### src/hw/rtl/rpol_pkg.sv
// Shared types and constants for the replica placement and owner lookup unit.
// No dependencies; imported by every module of the block but rpol_ram.
`default_nettype none

package rpol_pkg;

   localparam int MAX_CHUNKS = 1024;
   localparam int MAX_NODES  = 64;

   localparam int CHUNK_W    = 10;   // chunk_id field
   localparam int PICK_W     = 6;    // replica_pick field
   localparam int NODE_W     = 6;    // owner_node field
   localparam int MASK_W     = 64;   // owner_mask field
   localparam int CFG_W      = 7;    // node_count / replica_count
   localparam int CSR_IDX_W  = 1;

   localparam int CHUNK_AW   = (MAX_CHUNKS > 1) ? $clog2(MAX_CHUNKS) : 1;
   localparam int DIV_STEP_W = $clog2(CHUNK_W + 1);

   localparam logic ACT_PLACE = 1'b0;
   localparam logic ACT_FIND  = 1'b1;

   localparam logic [CSR_IDX_W-1:0] CSR_NODE_COUNT    = 1'b0;
   localparam logic [CSR_IDX_W-1:0] CSR_REPLICA_COUNT = 1'b1;

   typedef struct packed {
      logic               done;
      logic [CHUNK_W-1:0] quot;
      logic [CFG_W-1:0]   rem;
   } div_res_type;

   typedef struct packed {
      logic              done;
      logic [MASK_W-1:0] mask;
   } place_res_type;

   typedef struct packed {
      logic              done;
      logic              found;
      logic [NODE_W-1:0] node;
   } scan_res_type;

endpackage

`default_nettype wire

### src/hw/rtl/rpol_div.sv
// Restoring divider, one quotient bit per cycle.
// Depends on rpol_pkg.
`default_nettype none

module rpol_div (
   input  wire logic                          clock,
   input  wire logic                          reset,
   input  wire logic                          start,
   input  wire logic [rpol_pkg::CHUNK_W-1:0]  dividend,
   input  wire logic [rpol_pkg::CFG_W-1:0]    divisor,
   output rpol_pkg::div_res_type              res
);
   import rpol_pkg::*;

   logic                  busy_ff, busy_in;
   logic                  done_ff, done_in;
   logic [DIV_STEP_W-1:0] cnt_ff, cnt_in;
   logic [CHUNK_W-1:0]    dvd_ff, dvd_in;
   logic [CFG_W-1:0]      rem_ff, rem_in;
   logic [CFG_W-1:0]      dsr_ff, dsr_in;
   logic [CFG_W:0]        rem_sh;
   logic [CFG_W:0]        rem_sub;
   logic                  ge;

   always_comb begin
      rem_sh  = {rem_ff, dvd_ff[CHUNK_W-1]};
      rem_sub = rem_sh - {1'b0, dsr_ff};
      ge      = rem_sh >= {1'b0, dsr_ff};
      busy_in = busy_ff;
      done_in = 1'b0;
      cnt_in  = cnt_ff;
      dvd_in  = dvd_ff;
      rem_in  = rem_ff;
      dsr_in  = dsr_ff;
      if (start) begin
         busy_in = 1'b1;
         cnt_in  = '0;
         dvd_in  = dividend;
         rem_in  = '0;
         dsr_in  = divisor;
      end else if (busy_ff) begin
         // remainder stays below the divisor, so the top bit drops out
         rem_in = ge ? rem_sub[CFG_W-1:0] : rem_sh[CFG_W-1:0];
         dvd_in = {dvd_ff[CHUNK_W-2:0], ge};
         cnt_in = cnt_ff + 1'b1;
         if (cnt_ff == DIV_STEP_W'(CHUNK_W - 1)) begin
            busy_in = 1'b0;
            done_in = 1'b1;
         end
      end
   end

   always_ff @(posedge clock) begin
      if (reset) begin
         busy_ff <= 1'b0;
         done_ff <= 1'b0;
      end else begin
         busy_ff <= busy_in;
         done_ff <= done_in;
      end
   end

   always_ff @(posedge clock) begin
      cnt_ff <= cnt_in;
      dvd_ff <= dvd_in;
      rem_ff <= rem_in;
      dsr_ff <= dsr_in;
   end

   assign res.done = done_ff;
   assign res.quot = dvd_ff;
   assign res.rem  = rem_ff;

endmodule

`default_nettype wire

### src/hw/rtl/rpol_place.sv
// Round-robin placement mask builder: chunk mod N, N div R, then one owner a cycle.
// Depends on rpol_pkg and rpol_div.
`default_nettype none

module rpol_place (
   input  wire logic                          clock,
   input  wire logic                          reset,
   input  wire logic                          start,
   input  wire logic [rpol_pkg::CHUNK_W-1:0]  chunk,
   input  wire logic [rpol_pkg::CFG_W-1:0]    node_cnt,
   input  wire logic [rpol_pkg::CFG_W-1:0]    repl_cnt,
   output rpol_pkg::place_res_type            res
);
   import rpol_pkg::*;

   localparam logic [1:0] P_IDLE   = 2'd0;
   localparam logic [1:0] P_BASE   = 2'd1;
   localparam logic [1:0] P_STRIDE = 2'd2;
   localparam logic [1:0] P_LOOP   = 2'd3;

   logic [1:0]        state_ff, state_in;
   logic              done_ff, done_in;
   logic [MASK_W-1:0] mask_ff, mask_in;
   logic [NODE_W-1:0] owner_ff, owner_in;
   logic [CFG_W-1:0]  stride_ff, stride_in;
   logic [CFG_W-1:0]  k_ff, k_in;
   logic [CFG_W-1:0]  k_nxt;
   logic [CFG_W:0]    owner_sum;
   logic [CFG_W:0]    owner_wrap;
   logic [MASK_W-1:0] fill_mask;

   logic               div_start;
   logic [CHUNK_W-1:0] div_dividend;
   logic [CFG_W-1:0]   div_divisor;
   div_res_type        div_res;

   rpol_div u_div (
      .clock    (clock),
      .reset    (reset),
      .start    (div_start),
      .dividend (div_dividend),
      .divisor  (div_divisor),
      .res      (div_res)
   );

   always_comb begin
      for (int i = 0; i < MASK_W; i++) begin
         fill_mask[i] = CFG_W'(i) < node_cnt;
      end
      owner_sum  = {2'b00, owner_ff} + {1'b0, stride_ff};
      owner_wrap = (owner_sum >= {1'b0, node_cnt}) ? owner_sum - {1'b0, node_cnt}
                                                   : owner_sum;
      k_nxt        = k_ff + 1'b1;
      state_in     = state_ff;
      done_in      = 1'b0;
      mask_in      = mask_ff;
      owner_in     = owner_ff;
      stride_in    = stride_ff;
      k_in         = k_ff;
      div_start    = 1'b0;
      div_dividend = chunk;
      div_divisor  = node_cnt;
      unique case (state_ff)
         P_IDLE: begin
            if (start) begin
               priority if (node_cnt == '0) begin
                  mask_in = '0;
                  done_in = 1'b1;
               end else if (repl_cnt >= node_cnt) begin
                  mask_in = fill_mask;
                  done_in = 1'b1;
               end else if (repl_cnt == '0) begin
                  mask_in = '0;
                  done_in = 1'b1;
               end else begin
                  mask_in   = '0;
                  div_start = 1'b1;
                  state_in  = P_BASE;
               end
            end
         end
         P_BASE: begin
            div_dividend = CHUNK_W'(node_cnt);
            div_divisor  = repl_cnt;
            if (div_res.done) begin
               owner_in  = div_res.rem[NODE_W-1:0];
               div_start = 1'b1;
               state_in  = P_STRIDE;
            end
         end
         P_STRIDE: begin
            if (div_res.done) begin
               stride_in = div_res.quot[CFG_W-1:0];
               k_in      = '0;
               state_in  = P_LOOP;
            end
         end
         P_LOOP: begin
            mask_in  = mask_ff | (MASK_W'(1) << owner_ff);
            owner_in = owner_wrap[NODE_W-1:0];
            k_in     = k_nxt;
            if (k_nxt == repl_cnt) begin
               done_in  = 1'b1;
               state_in = P_IDLE;
            end
         end
      endcase
   end

   always_ff @(posedge clock) begin
      if (reset) begin
         state_ff <= P_IDLE;
         done_ff  <= 1'b0;
      end else begin
         state_ff <= state_in;
         done_ff  <= done_in;
      end
   end

   always_ff @(posedge clock) begin
      mask_ff   <= mask_in;
      owner_ff  <= owner_in;
      stride_ff <= stride_in;
      k_ff      <= k_in;
   end

   assign res.done = done_ff;
   assign res.mask = mask_ff;

endmodule

`default_nettype wire

### config.mk
export PLATFORM = sky130hd
export DESIGN_NAME = rpol_place
export DESIGN_NICKNAME = d
export VERILOG_FILES = /design/src/hw/rtl/rpol_pkg.sv /design/src/hw/rtl/rpol_div.sv /design/src/hw/rtl/rpol_place.sv
export SDC_FILE = /design/constraint.sdc
export NUM_CORES = 1
export LEC_CHECK = 0
export BUFFER_PORTS_ARGS = -buffer_cell sky130_fd_sc_hd__buf_2
export CORE_ASPECT_RATIO = 0.6
export CORE_MARGIN = 3
export CORE_UTILIZATION = 25
export DETAILED_ROUTE_END_ITERATION = 8
export GPL_TIMING_DRIVEN = 0
export SLEW_MARGIN = 20
export SYNTH_ARGS = -nofsm -noshare
export SYNTH_HDL_FRONTEND = slang
export SYNTH_HIERARCHICAL = 1
export SYNTH_SLANG_ARGS = --single-unit
### constraint.sdc
create_clock -name clock -period 8.12 [get_ports clock]
set_input_delay 1.624 -clock clock [delete_from_list [all_inputs] [get_ports clock]]
set_output_delay 1.624 -clock clock [all_outputs]
set_load 0.02 [all_outputs]
==> reports/results.txt <==
outcome -> completed
CP Class -> input pin to register
Routability Congestion -> 0.881
Max FO, Critical Path -> 10
Seq cells post-synth -> 117
# hold bufs at CTS -> 0
Tot GR Track Use -> 16.0%
Starting Density -> 25.6%
Layout Skew -> 0.0103 ns
cell family with most CP delay -> buffers and inverters
final hold vios -> 0
initial antenna violation count -> 2
post-CTS resize count -> 0
IO Port Bufs -> 89
Die Area -> 0.0307 sq mm
Critical Path Start -> node_cnt[5]
Worst-Skew Late Latency -> 0.43 ns
VDD IR max -> 0.127 mV
pwr dens -> 313 mW/mm^2
H-Tree Depth -> 4
Die Width -> 224 um
Worst Path Arrival -> 5.39 ns
placed cells -> 1,187
reg-to-reg startpoint -> owner_ff[0]
DP Area -> 0.00812 sq mm
routed length per instance -> 20.2 um
antenna-violating nets left -> 0
first-pass GRT wire length -> 36.7 mm
CTS tree -> done
final worst-path cycle share -> 65.2%
Post-Syn Instances -> 729
Worst Tran Pin Value -> 1.08 ns
worst setup path endpoint -> u_div/dvd_ff[6]
Area contributors post-synth -> edfxtp_1 (42%), ha_1 (6.0%), a21oi_1 (5.1%)
clk buf depth -> 2
CTS root buf -> clkbuf_16
reg-to-reg critical path endpoint -> owner_ff[2]
Mean Syn Cell Area -> 9.80 sq um
R2R setup slack -> 4.33 ns
routed vias/inst -> 5.32
Rows -> 47
Fill cells -> 2,966
Num CTS Buffers -> 17
Worst setup EP type -> register
final std cells w/o fill -> 1,219
Buf/Inv on CP -> 5
required time of the worst setup path -> 8.22 ns
postcts setup bufs -> 0
Clock Sinks -> 117
register area share after synthesis -> 46.9%
CP Depth -> 11
RSZ-0062 raised after global routing -> false
fmax -> 189 MHz
Tmin final -> 5.29 ns
ANT cells -> 0
Vias -> 6,484
nets@finish -> 903
Max-Cap Viols -> 0
crit path max-delay cell type -> o21ai_1
class of the worst hold path -> register to register
post-route cell area -> 0.00871 sq mm
share of the synthesized area in the top cell type -> 42.4%
Worst R2R Path Depth -> 14
vias in the first global route -> 5,913
# setup viols final -> 0
final wirelength -> 24.6 mm
YS warnings -> 6
pin count of the biggest net entering global routing -> 26
final core utilization -> 31.3%
fraction of layout cells with a size suffix above 1 -> 19.1%
total grt overflow -> 0
DIE HEIGHT -> 137 um
Unique masters post-synth -> 66
# DRC -> 0
CORE AREA -> 0.0279 sq mm
CTS clk-pin slew, worst paths -> 0.05 ns
crit-path cells -> buf_2, clkbuf_1, inv_1, ha_1, nand4_1, o221a_2, nand2_1, o21ai_1, clkbuf_1, clkbuf_1, or2_2
Synth Flop Type -> edfxtp_1
P&R area growth vs syn -> 21.9%
iteration-0 DRC count of the detailed router -> 713
DP HPWL -> 18.6 mm
drt pass-1 iters -> 5
io pins -> 92
slew margin rel. -> 27.7%
leading area contributor after synthesis -> edfxtp_1
Post-Syn Nets -> 793
fin. max-slew vios -> 0
Worst setup SP type -> input pin
Post-Syn Area -> 0.00715 sq mm
max incr delay on CP -> 0.65 ns
Static Leak -> 3.26 nW
asr flop ratio synth -> 0%
most used cell, CP -> clkbuf_1
Post-synth EDFFs -> 101
[registers in the layout (all words and copies together) (netlist names)]
signal,count
done_ff,1
k_ff,7
u_div/dsr_ff,7
stride_ff,7
u_div/cnt_ff,4
u_div/done_ff,1
u_div/dvd_ff,10
mask_ff,64
u_div/rem_ff,7
u_div/busy_ff,1
state_ff,2
owner_ff,6
[cells in the mapped netlist (all sizes together), types with 2 or more instances]
cell / count
a211oi: 7
a21o: 6
a21oi: 73
a311oi: 2
a31oi: 9
a32oi: 2
a41oi: 5
and2: 4
and3: 6
buf: 13
clkbuf: 31
dfxtp: 16
edfxtp: 101
fa: 3
ha: 34
inv: 32
mux2: 18
mux2i: 4
nand2: 38
nand2b: 11
nand3: 10
nand3b: 5
nand4: 6
nor2: 91
nor2b: 10
nor3: 14
nor3b: 11
nor4: 4
o211ai: 2
o21ai: 50
o21bai: 7
o221ai: 11
o22ai: 36
o31ai: 5
or2: 2
or3: 5
or3b: 3
or4b: 2
xnor2: 15
xor2: 10
[final cells by class]
class / count / area [sq um] / area share (%)
Sequential cell: 117 / 3350 / 38.5
Timing Repair Buffer: 91 / 500 / 5.74
Tap cell: 367 / 459 / 5.27
Clock inverter: 13 / 159 / 1.82
Multi-Input combinational cell: 536 / 3490 / 40.0
Inverter: 32 / 120 / 1.38
Buffer: 44 / 200 / 2.30
Clock buffer: 19 / 433 / 4.97
[layout by cell type (no fill, tap or decap), drive strengths merged, types with 5 or more instances in the layout]
cell type / n
buf: 104
a21oi: 73
o22ai: 36
clkbuf: 50
nor3b: 11
o21ai: 50
a21o: 6
o221ai: 11
and3: 6
ha: 34
or3: 5
nor3: 14
o21bai: 7
xor2: 10
a31oi: 9
dfxtp: 16
nor2b: 10
inv: 32
mux2: 18
nand2b: 11
clkinv: 7
nor2: 91
edfxtp: 101
nand4: 6
nand2: 38
o31ai: 5
nand3b: 5
a211oi: 7
xnor2: 15
nand3: 10
a41oi: 5
[worst min-delay path by stage]
stage                          startpoint            to  slack (ns)  depth (start not counted)
after global routing      u_div/dvd_ff[5]  stride_ff[5]        0.45                          0
after detailed placement  u_div/dvd_ff[5]  stride_ff[5]        0.43                          0
after floorplan           u_div/dvd_ff[0]  stride_ff[0]        0.42                          0
after CTS                 u_div/dvd_ff[5]  stride_ff[5]        0.45                          0
final                     u_div/dvd_ff[1]  stride_ff[1]        0.45                          0
after global placement    u_div/dvd_ff[5]  stride_ff[5]        0.43                          0
[per-layer routing]
| layer | share of wire [%] | global-route usage [%] | wire length, um | up-vias |
|---|---|---|---|---|
| met5 | 0 | 0 | 0 | - |
| met4 | 1.2 | 3.88 | 294 | 0 |
| met3 | 12 | 6.32 | 2950 | 33 |
| met2 | 39 | 20.8 | 9520 | 364 |
| met1 | 48 | 24.3 | 11800 | 3131 |
| li1 | - | - | - | 2956 |
[power by group]
part	internal (mW)	leakage (nW)	switching (mW)	total (mW)
clock network	0.480	0.283	0.282	0.763
registers	0.877	1.11	0.105	0.982
logic	0.360	1.86	0.626	0.986
total	1.72	3.26	1.01	2.73
[worst register-to-register path: cells and delay by family, from the launching register on]
kind / cells / cell delay [ns]
AND/OR/NAND/NOR: 1 / 0.08
adder cells (fa/ha/maj): 3 / 0.98
AO/OA/AOI/OAI: 9 / 1.92
XOR/XNOR: 1 / 0.14
flip-flops: 1 / 0.44
[cells by family (layout without fill, tap and decap cells)]
| logic type | count (synthesis) | in the layout | synth area share, % |
|---|---|---|---|
| compound gates | 228 | 228 | 20.0 |
| xor+xnor | 25 | 25 | 3.06 |
| fa+ha+maj | 37 | 37 | 6.79 |
| buf+inv | 76 | 199 | 4.48 |
| flops | 117 | 117 | 46.9 |
| mux | 22 | 22 | 3.40 |
| simple gates | 224 | 224 | 15.3 |
[stage by stage]
stage               setup WS [ns]  total power, mW  setup TNS (ns)  hold slack (ns)
floorplan                    2.01             1.64               0            0.422
global placement           -0.767             1.95          -48.50            0.434
detailed placement           2.53             1.97               0            0.435
CTS                          2.96             2.73               0            0.448
global route                 2.60             2.87               0            0.452
finish                       2.83             2.73               0            0.448
Note: power is estimated with default switching activity, not from simulation.
