**src/hw/rtl/rpol_pkg.sv**
```systemverilog
// Shared types and constants for the replica placement and owner lookup unit.
// No dependencies; imported by every module of the block but rpol_ram.
`default_nettype none

package rpol_pkg;

   localparam int MAX_CHUNKS = 1024;
   localparam int MAX_NODES  = 64;

   localparam int CHUNK_W    = 10;   // chunk_id field
   localparam int PICK_W     = 6;    // replica_pick field
   localparam int NODE_W     = 6;    // owner_node field
   localparam int MASK_W     = 64;   // owner_mask field
   localparam int CFG_W      = 7;    // node_count / replica_count
   localparam int CSR_IDX_W  = 1;

   localparam int CHUNK_AW   = (MAX_CHUNKS > 1) ? $clog2(MAX_CHUNKS) : 1;
   localparam int DIV_STEP_W = $clog2(CHUNK_W + 1);

   localparam logic ACT_PLACE = 1'b0;
   localparam logic ACT_FIND  = 1'b1;

   localparam logic [CSR_IDX_W-1:0] CSR_NODE_COUNT    = 1'b0;
   localparam logic [CSR_IDX_W-1:0] CSR_REPLICA_COUNT = 1'b1;

   typedef struct packed {
      logic               done;
      logic [CHUNK_W-1:0] quot;
      logic [CFG_W-1:0]   rem;
   } div_res_type;

   typedef struct packed {
      logic              done;
      logic [MASK_W-1:0] mask;
   } place_res_type;

   typedef struct packed {
      logic              done;
      logic              found;
      logic [NODE_W-1:0] node;
   } scan_res_type;

endpackage

`default_nettype wire

```
**src/hw/rtl/rpol_scan.sv**
```systemverilog
// Owner scan: walks the mask one node a cycle and picks the pick-th set bit.
// Depends on rpol_pkg.
`default_nettype none

module rpol_scan (
   input  wire logic                         clock,
   input  wire logic                         reset,
   input  wire logic                         start,
   input  wire logic [rpol_pkg::MASK_W-1:0]  mask,
   input  wire logic [rpol_pkg::CFG_W-1:0]   node_cnt,
   input  wire logic [rpol_pkg::PICK_W-1:0]  pick,
   output rpol_pkg::scan_res_type            res
);
   import rpol_pkg::*;

   logic              busy_ff, busy_in;
   logic              done_ff, done_in;
   logic [MASK_W-1:0] bits_ff, bits_in;
   logic [CFG_W-1:0]  idx_ff, idx_in;
   logic [PICK_W-1:0] pick_ff, pick_in;
   logic              found_ff, found_in;
   logic [NODE_W-1:0] node_ff, node_in;

   always_comb begin
      busy_in  = busy_ff;
      done_in  = 1'b0;
      bits_in  = bits_ff;
      idx_in   = idx_ff;
      pick_in  = pick_ff;
      found_in = found_ff;
      node_in  = node_ff;
      if (start) begin
         busy_in  = 1'b1;
         bits_in  = mask;
         idx_in   = '0;
         pick_in  = pick;
         found_in = 1'b0;
         node_in  = '0;
      end else if (busy_ff) begin
         if (idx_ff >= node_cnt) begin
            // ran past the last node in use: keep the last owner seen
            busy_in = 1'b0;
            done_in = 1'b1;
         end else begin
            bits_in = bits_ff >> 1;
            idx_in  = idx_ff + 1'b1;
            if (bits_ff[0]) begin
               found_in = 1'b1;
               node_in  = idx_ff[NODE_W-1:0];
               if (pick_ff == '0) begin
                  busy_in = 1'b0;
                  done_in = 1'b1;
               end else begin
                  pick_in = pick_ff - 1'b1;
               end
            end
         end
      end
   end

   always_ff @(posedge clock) begin
      if (reset) begin
         busy_ff <= 1'b0;
         done_ff <= 1'b0;
      end else begin
         busy_ff <= busy_in;
         done_ff <= done_in;
      end
   end

   always_ff @(posedge clock) begin
      bits_ff  <= bits_in;
      idx_ff   <= idx_in;
      pick_ff  <= pick_in;
      found_ff <= found_in;
      node_ff  <= node_in;
   end

   assign res.done  = done_ff;
   assign res.found = found_ff;
   assign res.node  = node_ff;

endmodule

`default_nettype wire

```
**config.mk**
```make
export PLATFORM = sky130hd
export DESIGN_NAME = rpol_scan
export DESIGN_NICKNAME = d
export VERILOG_FILES = /design/src/hw/rtl/rpol_pkg.sv /design/src/hw/rtl/rpol_scan.sv
export SDC_FILE = /design/constraint.sdc
export NUM_CORES = 1
export LEC_CHECK = 0
export BUFFER_PORTS_ARGS = -buffer_cell sky130_fd_sc_hd__buf_2
export CAP_MARGIN = 10
export CORE_MARGIN = 4
export CORE_UTILIZATION = 34
export CTS_CLUSTER_SIZE = 30
export DETAILED_ROUTE_END_ITERATION = 10
export PLACE_DENSITY_LB_ADDON = 0.2
export SLEW_MARGIN = 20
export SYNTH_ARGS = -nofsm -noshare
export SYNTH_HDL_FRONTEND = slang
export SYNTH_SLANG_ARGS = --single-unit
```
**constraint.sdc**
```tcl
create_clock -name clock -period 4.2 [get_ports clock]
set_clock_uncertainty 0.2 [all_clocks]
set_input_delay 0.84 -clock clock [delete_from_list [all_inputs] [get_ports clock]]
set_output_delay 0.84 -clock clock [all_outputs]
set_load 0.05 [all_outputs]
```
==> results of run 1 <==
routing by layer:
layer  global-route usage (%)  routed length [um]  vias to the layer above  share of wire, %
met5                        0                   9                        -              0.12
met1                     13.7                3120                     1075                43
met3                     4.26                 498                       11               6.9
li1                         -                   -                     1145                 -
met4                     3.99                  98                        2               1.3
met2                     18.4                3530                       53                49
worst register-to-register path, stage by stage (launching register included):
cell and delay (ns):
dfxtp_1 0.45, inv_1 0.07, ha_1 0.27, nor2b_1 0.15, o21ai_2 0.13, a211oi_4 0.45
or2_2 0.49, buf_12 0.32
flip-flops by register name (all words and copies together) (netlist names):
signal,cells
busy_ff,1
found_ff,1
done_ff,1
pick_ff,6
idx_ff,7
node_ff,6
bits_ff,64
power by group:
group	total [mW]	switching, mW	internal, mW
sequential	1.05	0.0275	1.02
combinational	0.199	0.0922	0.107
clock	0.847	0.323	0.524
total	2.09	0.443	1.65
cell type report:
type                       instances  area [um2]  share of cell area, %
tap                              140         175                   3.66
multi-input combinational        155        1360                   28.5
timing repair buffer              89         465                   9.73
inverter                          10        37.5                  0.784
clock inverter                     7        96.3                   2.01
sequential                        86        2420                   50.6
clock buffer                       9         225                   4.71
through the flow:
step | hold WS (ns) | instances | utilization (%)
5_1_grt | 0.306 | 496 | 43.6
3_5_place_dp | 0.261 | 480 | 40.6
4_1_cts | 0.277 | 496 | 43.6
3_3_place_gp | 0.250 | 480 | 40.6
2_1_floorplan | 0.242 | 264 | -
6_report | 0.268 | 496 | 43.6
cells in the mapped netlist:
library cell	count
edfxtp_1	70
mux2_2	64
nor2_1	20
dfxtp_1	16
clkbuf_1	11
nand2_1	11
ha_1	10
inv_1	10
mux2i_1	7
nand4_1	5
nor2b_1	5
o21ai_0	5
a21oi_1	4
mux2_1	4
xnor2_1	3
a211oi_4	2
a21oi_2	2
buf_4	2
o21ai_2	2
xor2_1	2
a2111oi_0	1
a21o_1	1
a31o_2	1
and2_1	1
and3_1	1
nand2b_1	1
nand3_1	1
nor3_1	1
or2_2	1
cells in the final DEF, fill, tap and decap left out, types with 3 or more instances in the layout:
cell type | synthesis | routed
buf_2 | 0 | 86
dfxtp_1 | 16 | 16
nor2_1 | 20 | 20
clkbuf_16 | 0 | 9
nor2b_1 | 5 | 5
nand2_1 | 11 | 11
nand4_1 | 5 | 5
mux2_2 | 64 | 64
inv_1 | 10 | 10
xnor2_1 | 3 | 3
ha_1 | 10 | 10
mux2i_1 | 7 | 7
edfxtp_1 | 70 | 70
o21ai_0 | 5 | 5
mux2_1 | 4 | 4
a21oi_1 | 4 | 4
cells by family after synthesis:
family,share of synthesized area [%]
flip-flops,62.4
multiplexers,21.5
AND/OR/NAND/NOR,5.51
buffers and inverters,2.42
AO/OA/AOI/OAI,3.74
adder cells (fa/ha/maj),3.22
XOR/XNOR,1.13
path summary, 6_finish.rpt:
path,startpoint,end,slack (ns),cells past startpoint
max,node_cnt[2],bits_ff[45]$_DFFE_PP_,1.18,8
min,found_ff$_SDFFE_PP0P_,found_ff$_SDFFE_PP0P_,0.27,2
max reg2reg,idx_ff[0]$_SDFFE_PP0P_,bits_ff[45]$_DFFE_PP_,1.32,7
min reg2reg,found_ff$_SDFFE_PP0P_,found_ff$_SDFFE_PP0P_,0.27,2
==> metrics.md, run 1 <==
| Metric | Value |
|---|---|
| Clock-pin slew on the worst setup and hold paths | 0.06 ns |
| Nets | 441 |
| Post-synth net total | 354 |
| CP Data Arrival Time | 2.83 ns |
| Final setup margin | 1.18 ns |
| VDD IR-drop max | 0.000195 V |
| Final Max Slew Viols | 0 |
| First-pass GRT wire length | 11400 um |
| PD cells | 438 mW/mm2 |
| I/O Buffers | 87 |
| DRC violations left | 0 |
| RSZ-0062 raised after global routing | no |
| Min Clock Period, post-route | 3.02 ns |
| Max H-tree Level | 3 |
| Worst-skew pair later-pin latency | 0.33 ns |
| Post-route ant nets | 0 |
| CP bufs+invs | 3 |
| Dominant cells by area after synthesis | edfxtp_1, mux2_2, dfxtp_1 |
| Clock Path Buffers | 2 |
| Ys Warns | 0 |
| Yosys top cell area share | 54.2% |
| Outcome | complete, no violations |
| Number of distinct library cells after synthesis | 29 |
| Relative slew slack | 60.3% |
| Post-CTS Resized | 0 |
| Total power | 2.09 mW |
| Via count | 2286 |
| Largest net degree at the start of global routing | 53 |
| Layout area overhead | 23.3% |
| Hold Buf Count CTS | 0 |
| Layout cells sized above 1 | 49.7% |
| Worst Path Max Fanout | 48 |
| Seq/Total Area, Yosys | 62.4% |
| Clk sinks | 86 |
| Detailed-router iteration count before antenna repair | 4 |
| Hpwl dp | 5050 um |
| Core ar. | 0.0110 mm2 |
| Antenna violations before repair | 1 |
| Post-synthesis cell area | 0.00388 mm2 |
| Fin. Hold Viols | 0 |
| Endpoints failing setup | 0 |
| Tcrit/Tclk final | 71.9% |
| Pre-CTS setup slack | 0.807 ns |
| Post-synthesis instance total | 264 |
| Fill count | 1018 |
| TritonCTS clock tree | yes |
| Critical Path, Cell by Cell | buf_2, inv_1, ha_1, a21oi_1, o21ai_2, a211oi_4, or2_2, buf_12 |
| Clock Root Buffer | clkbuf_16 |
| Max-Cap Viols | 0 |
| Total negative slack | 0 ns |
| Total length of routed wires | 7260 um |
| Ant diodes | 0 |
| Total gr overflow | 0 |
| Syn_area_per_cell | 14.7 um2 |
| Leak | 1.93 nW |
| Actual slew at the worst max-slew pin | 0.593 ns |
| Drt wl/cell | 14.6 um |
| Placed cell area | 0.00446 mm2 |
| Leading area contributor after synthesis | edfxtp_1 |
| Max incr delay on CP | 0.49 ns |
| Req. time, crit path | 4.01 ns |
| Post-CTS setup buffers | 0 |
| Site row count | 38 |
| Vias in the first global route | 2405 |
| TritonCTS Buffers | 9 |
| Hold WC Path Type | reg2reg |
| Seq cells post-synth | 86 |
| Worst setup SP type | input pin |
| Initial Utilization | 35.3% |
| Crit-path slowest cell | or2_2 |
| Die Height | 115 um |
| DR iter-0 viols | 68 |
| Fin area | 0.00479 mm2 |
| Vias per inst | 4.61 |
| Fmax achieved | 331 MHz |
| Ports | 88 |
| GRT Total Usage | 11.3% |
| Die W | 115 um |
| Full die area | 0.0132 mm2 |
| Crit. End Element | register |
| Crit path kind | in2reg |
| Cell family with the largest share of critical-path delay | compound AO/OA/AOI/OAI gates |
| GPL Wtd Cong | 0.745 |
Power figures use the tool's default switching activity.
==> run 2, diff against run 1 <==
Settings changed: ABC_AREA set to 1.
Clock period 4.2 ns to 3.2 ns, I/O delays scaled along.
==> run 2 against run 1 <==
Compared with the run above:
- critical endpoint is now pick_ff[3]$_DFFE_PP_
- via count increased by 31%
- critical path type is now reg2reg
- die area is 3.6% higher
- sequential share of layout area is 1.2 points lower
- first-iteration DRC count up 100%
- utilization is 0.98 points lower
- highest routed layer is now met4
- sequential power up 30%
==> metrics.md, run 2 <==
| Metric | Value |
|---|---|
| Cell mode on critical path | nand2_1 |
| Number of distinct library cells after synthesis | 26 |
| Post-synth net total | 538 |
| Psw | 0.625 mW |
| Post-route non-filler standard cell count | 678 |
| Clock Root Buffer | clkbuf_16 |
| Clock-pin slew on the worst setup and hold paths | 0.06 ns |
| Req. time, crit path | 3.01 ns |
| Layout area overhead | 21.7% |
| TritonCTS Buffers | 9 |
| Post-CTS setup buffers | 0 |
| Seq/Total Area, Yosys | 60.1% |
| Async S/R FF share, synth | 0% |
| P_int | 2.12 mW |
| TritonCTS clock tree | yes |
| Cell with the most instances after synthesis | nand2_1 |
| Commonest cells after routing, fill and taps aside | nand2_1, buf_2, edfxtp_1 |
| First-pass GRT wire length | 13400 um |
| Drt wl/cell | 11.9 um |
| Mux cell area share after synthesis | 0% |
| CP Data Arrival Time | 2.17 ns |
| Fin. Hold Viols | 0 |
| Site row count | 39 |
| Relative slew slack | 49.7% |
| Max reg flops | 64 |
| Gate power share | 10.3% |
| Nets | 620 |
| Max-Cap Viols | 0 |
| Yosys top cell area share | 52.2% |
| RSZ-0062 raised after global routing | no |
| Max H-tree Level | 3 |
| Post-synthesis cell area | 0.00403 mm2 |
| Total negative slack | 0 ns |
| Placed cell area | 0.00459 mm2 |
| Synth Area in Simple Gates | 27.0% |
| Via count | 2993 |
| Syn_area_per_cell | 9.00 um2 |
| Worst-skew pair later-pin latency | 0.33 ns |
| Initial Utilization | 35.0% |
| Leak | 2.41 nW |
| VDD IR-drop max | 0.000282 V |
| Endpoints failing setup | 0 |
| Vias per inst | 4.41 |
| Ports | 88 |
| Antenna violations before repair | 0 |
| Max incr delay on CP | 0.47 ns |
| GRT Total Usage | 12.6% |
| Crit. End Element | register |
| Fin area | 0.00490 mm2 |
| Worst setup SP type | register |
| Fin Hold WS | 0.281 ns |
| Core ar. | 0.0115 mm2 |
| Compound-gate portion of the synthesized area | 3.04% |
| Critical Path, Cell by Cell | ha_1, a21oi_1, nand2_1, nand2_1, nand4_2, inv_1, nand2_1, nand2_1 |
| Ys Warns | 0 |
| Commonest non-fill, non-tap cell in the layout | nand2_1 |
| Main synth FF type | edfxtp_1 |
| Largest net degree at the start of global routing | 79 |
| PD cells | 560 mW/mm2 |
| Actual slew at the worst max-slew pin | 0.755 ns |
| DRC violations left | 0 |
| Die Height | 117 um |
| DR iter-0 viols | 136 |
| Regs by FF count | bits_ff x64, idx_ff x7 |
| Worst Path Max Fanout | 11 |
| Outcome | complete, no violations |
| Adder-cell share of the synthesized area | 3.10% |
| Hold WC Path Type | reg2reg |
| Placed insts | 662 |
| Tcrit/Tclk final | 73.7% |
| Die W | 117 um |
| Fmax achieved | 424 MHz |
| Vias in the first global route | 2961 |
| Detailed-router iteration count before antenna repair | 4 |
| Post-Synth XOR/XNOR Area | 1.09% |
| Reg2reg setup slack | 0.84 ns |
| Dominant cells by area after synthesis | edfxtp_1, nand2_1, dfxtp_1 |
| GPL Wtd Cong | 0.774 |
| Layout cells sized above 1 | 22.2% |
| Leading area contributor after synthesis | edfxtp_1 |
| Final Max Slew Viols | 0 |
| Post-CTS Resized | 0 |
| Ant diodes | 0 |
| Min Clock Period, post-route | 2.36 ns |
| Seq cells post-synth | 86 |
| Post-synthesis instance total | 448 |
| Seq pwr share | 50.0% |
| Largest Register | bits_ff |
| Total length of routed wires | 8060 um |
| Full die area | 0.0137 mm2 |
| Main combinational cell family by area after synthesis | simple AND/OR/NAND/NOR gates |
| Clk sinks | 86 |
| Clock Path Buffers | 2 |
| Synth top cells by count | nand2_1, edfxtp_1, inv_1 |
| Switching part of the total power | 22.7% |
| I/O Buffers | 87 |
| Hold Buf Count CTS | 0 |
| Crit path kind | reg2reg |
| Crit-path slowest cell | dfxtp_1 |
| Post-synth EDFFs | 70 |
| Total gr overflow | 0 |
| Post-route ant nets | 0 |
| Clock power share | 39.7% |
| Hpwl dp | 5600 um |
==> run 2: cell families after synthesis <==
kind of cell    after synthesis
compound gates               21
xor+xnor                      5
fa+ha+maj                    10
buf+inv                      51
flops                        86
simple gates                275
==> run 2: through the flow <==
stage	power (mW)	utilization [%]	setup slack [ns]
6_report	2.75	42.6	0.842
5_1_grt	2.89	42.6	0.536
4_1_cts	2.79	42.6	0.801
3_5_place_dp	1.69	39.9	0.515
3_3_place_gp	1.68	39.9	0.597
2_1_floorplan	1.58	-	0.377
==> run 2: path summary, 6_finish.rpt <==
| kind | from | endpoint | cells after the start |
|---|---|---|---|
| worst max-delay path | idx_ff[2]$_SDFFE_PP0P_ | pick_ff[3]$_DFFE_PP_ | 8 |
| worst min-delay path | found_ff$_SDFFE_PP0P_ | found_ff$_SDFFE_PP0P_ | 2 |
| worst max register to register | idx_ff[2]$_SDFFE_PP0P_ | pick_ff[3]$_DFFE_PP_ | 8 |
| worst min register to register | found_ff$_SDFFE_PP0P_ | found_ff$_SDFFE_PP0P_ | 2 |
==> run 2: worst max-delay path, delay by kind of cell, from the launching register on <==
family / cells / cell delay [ns]
AND/OR/NAND/NOR: 5 / 0.73
flip-flops: 1 / 0.47
AO/OA/AOI/OAI: 1 / 0.13
adder cells (fa/ha/maj): 1 / 0.30
buffers and inverters: 1 / 0.19
==> run 2: area by class of cell <==
type / instances / area [um2]
inverter: 31 / 116
multi-input combinational: 311 / 1380
fill: 1159 / 6610
timing repair buffer: 91 / 490
clock buffer: 9 / 225
tap: 143 / 179
clock inverter: 7 / 88.8
sequential: 86 / 2420
==> run 2: power groups by stage <==
| stage | Sequential, mW | Combinational (mW) | Clock [mW] |
|---|---|---|---|
| final | 1.37 | 0.282 | 1.09 |
| after global routing | 1.38 | 0.331 | 1.17 |
| after CTS | 1.38 | 0.290 | 1.13 |
| after detailed placement | 1.40 | 0.289 | 0 |
| after global placement | 1.40 | 0.284 | 0 |
| after floorplan | 1.41 | 0.172 | 0 |
==> run 2: per-layer routing <==
metal | GRT usage (%) | wire [um]
met1 | 16.9 | 3890
met2 | 19.1 | 3580
met3 | 3.24 | 438
met4 | 6.19 | 153
met5 | 0 | 0
==> run 3, diff against run 2 <==
Settings changed: ABC_AREA 1 to 0.
Clock period 3.2 ns to 2.4 ns, I/O delays scaled along.
==> run 3 against run 2 <==
Compared with the run above:
- wire length is 11% lower
- count of clock-buffer cells in the layout rose by 1
- non-clock buffer count increased by 9
- utilization up 2.5 points
- flip-flop and latch count unchanged
- combinational power is 36% higher
- sequential share of layout area decreased by 0.42 points
- final cell count decreased by 25%
- hold slack worse by 0.15 ns
- die area down 3.5%
- global-route usage decreased by 1.5 points
- highest routed layer is now met5
==> metrics.md, run 3 (same netlist as run 1, synthesis figures left out) <==
| Metric | Value |
|---|---|
| Crit path kind | reg2reg |
| Crit-path slowest cell | dfxtp_1 |
| Area of the multi-input gates | 0.00143 mm2 |
| I/O Buffers | 87 |
| Post-route ant nets | 0 |
| Total power | 3.57 mW |
| DRC violations left | 0 |
| Vias per inst | 4.62 |
| GRT Total Usage | 11.1% |
| Die Height | 115 um |
| Actual slew at the worst max-slew pin | 0.396 ns |
| Switching part of the total power | 21.5% |
| Site row count | 38 |
| Worst-skew pair later-pin latency | 0.33 ns |
| Cell count of the worst hold path | 2 |
| Post-CTS setup buffers | 0 |
| Drt wl/cell | 14.2 um |
| Max incr delay on CP | 0.43 ns |
| Gate power share | 10.8% |
| Outcome | complete, no violations |
| Antenna violations before repair | 2 |
| Max reg flops | 64 |
| Detailed-router iteration count before antenna repair | 4 |
| Clock Path Buffers | 2 |
| Reg2reg setup slack | 0.31 ns |
| Commonest non-fill, non-tap cell in the layout | buf_2 |
| First-pass GRT wire length | 11500 um |
| Largest Register | bits_ff |
| Min Clock Period, post-route | 2.09 ns |
| Full die area | 0.0132 mm2 |
| Final Max Slew Viols | 0 |
| GPL Wtd Cong | 0.735 |
| Clock Root Buffer | clkbuf_16 |
| Seq pwr share | 51.3% |
| Tcrit/Tclk final | 87.1% |
| Min-delay src | reset |
| Clk sinks | 86 |
| Commonest cells after routing, fill and taps aside | buf_2, edfxtp_1, mux2_2 |
| Largest net degree at the start of global routing | 35 |
| Fill count | 1022 |
| Endpoints failing setup | 0 |
| Max-Cap Viols | 0 |
| Clock power share | 37.9% |
| Psw | 0.765 mW |
| Vias in the first global route | 2428 |
| CP Data Arrival Time | 1.91 ns |
| Crit. End Element | register |
| Leak | 1.98 nW |
| DR iter-0 viols | 97 |
| Initial Utilization | 35.3% |
| Reg area | 0.00242 mm2 |
| Req. time, crit path | 2.22 ns |
| TritonCTS Buffers | 9 |
| Relative slew slack | 73.6% |
| Die W | 115 um |
| Max H-tree Level | 3 |
| Fin area | 0.00495 mm2 |
| WHS Endpoint | busy_ff$_SDFF_PP0_ |
| Nets | 452 |
| Via count | 2343 |
| Hold WC Path Type | in2reg |
| Critical Path, Cell by Cell | ha_1, nand2_1, o21ai_2, a211oi_4, or2_4, buf_12 |
| Worst Path Max Fanout | 34 |
| Fin Hold WS | 0.131 ns |
| Post-CTS Resized | 0 |
| Ports | 88 |
| Layout cells sized above 1 | 53.4% |
| R2R depth | 6 |
| Core ar. | 0.0110 mm2 |
| Total length of routed wires | 7210 um |
| VDD IR-drop max | 0.000359 V |
| Hpwl dp | 5310 um |
| Total gr overflow | 0 |
| Layout area overhead | 27.5% |
| TritonCTS clock tree | yes |
| R2r startpoint | idx_ff[1]$_SDFFE_PP0P_ |
| RSZ-0062 raised after global routing | no |
| Ant diodes | 0 |
| RR Endpoint | bits_ff[34]$_DFFE_PP_ |
| Worst setup SP type | register |
| Fin. Hold Viols | 0 |
| Placed cell area | 0.00466 mm2 |
| Hold Buf Count CTS | 0 |
| Regs by FF count | bits_ff x64, idx_ff x7 |
| Clock-pin slew on the worst setup and hold paths | 0.06 ns |
| PD cells | 721 mW/mm2 |
| P_int | 2.80 mW |
| Fmax achieved | 478 MHz |
-- run 3: how the worst max path moves through the flow --
stage | endpoint | start | depth (start not counted)
floorplan | bits_ff[0]$_DFFE_PP_ | node_cnt[1] | 6
global placement | bits_ff[45]$_DFFE_PP_ | node_cnt[2] | 8
detailed placement | bits_ff[47]$_DFFE_PP_ | node_cnt[0] | 7
CTS | bits_ff[34]$_DFFE_PP_ | idx_ff[1]$_SDFFE_PP0P_ | 6
global route | idx_ff[5]$_SDFFE_PP0P_ | idx_ff[1]$_SDFFE_PP0P_ | 7
finish | bits_ff[34]$_DFFE_PP_ | idx_ff[1]$_SDFFE_PP0P_ | 6
-- run 3: layout make-up --
cell class              count  share of cell area (%)
inverters                  10                   0.809
clock inverters             6                    1.26
multi-input cells         155                    29.0
repair buffers            100                    11.8
well taps                 140                    3.54
flip-flops and latches     86                    49.0
clock buffers              10                    4.63
-- run 3: critical path: cells and delay by family (launching register included) --
family	cells	cell delay (ns)
flip-flops	1	0.43
AO/OA/AOI/OAI	2	0.35
AND/OR/NAND/NOR	2	0.30
adder cells (fa/ha/maj)	1	0.27
buffers and inverters	1	0.22
-- run 3: through the flow --
step	setup TNS (ns)	std cells	worst slack (ns)	util, %
after CTS	0	507	0.281	45.0
after global placement	0	491	0.100	42.4
after global routing	0	507	0.199	45.0
after detailed placement	0	491	0.0845	42.4
final	0	507	0.309	45.0
after floorplan	-8.94	264	-0.140	-
-- run 3: per-layer routing --
metal | vias to the layer above | routed length [um] | track usage, %
met4 | 4 | 73 | 4.23
met2 | 53 | 3450 | 18.2
li1 | 1163 | - | -
met5 | - | 23 | 0
met1 | 1112 | 3170 | 13.8
met3 | 11 | 498 | 3.53
-- run 3: power groups by stage --
stage	combinational, mW	sequential [mW]	clock [mW]
floorplan	0.248	1.85	0
global placement	0.384	1.86	0
detailed placement	0.393	1.86	0
CTS	0.395	1.83	1.39
global route	0.428	1.84	1.45
finish	0.384	1.83	1.35
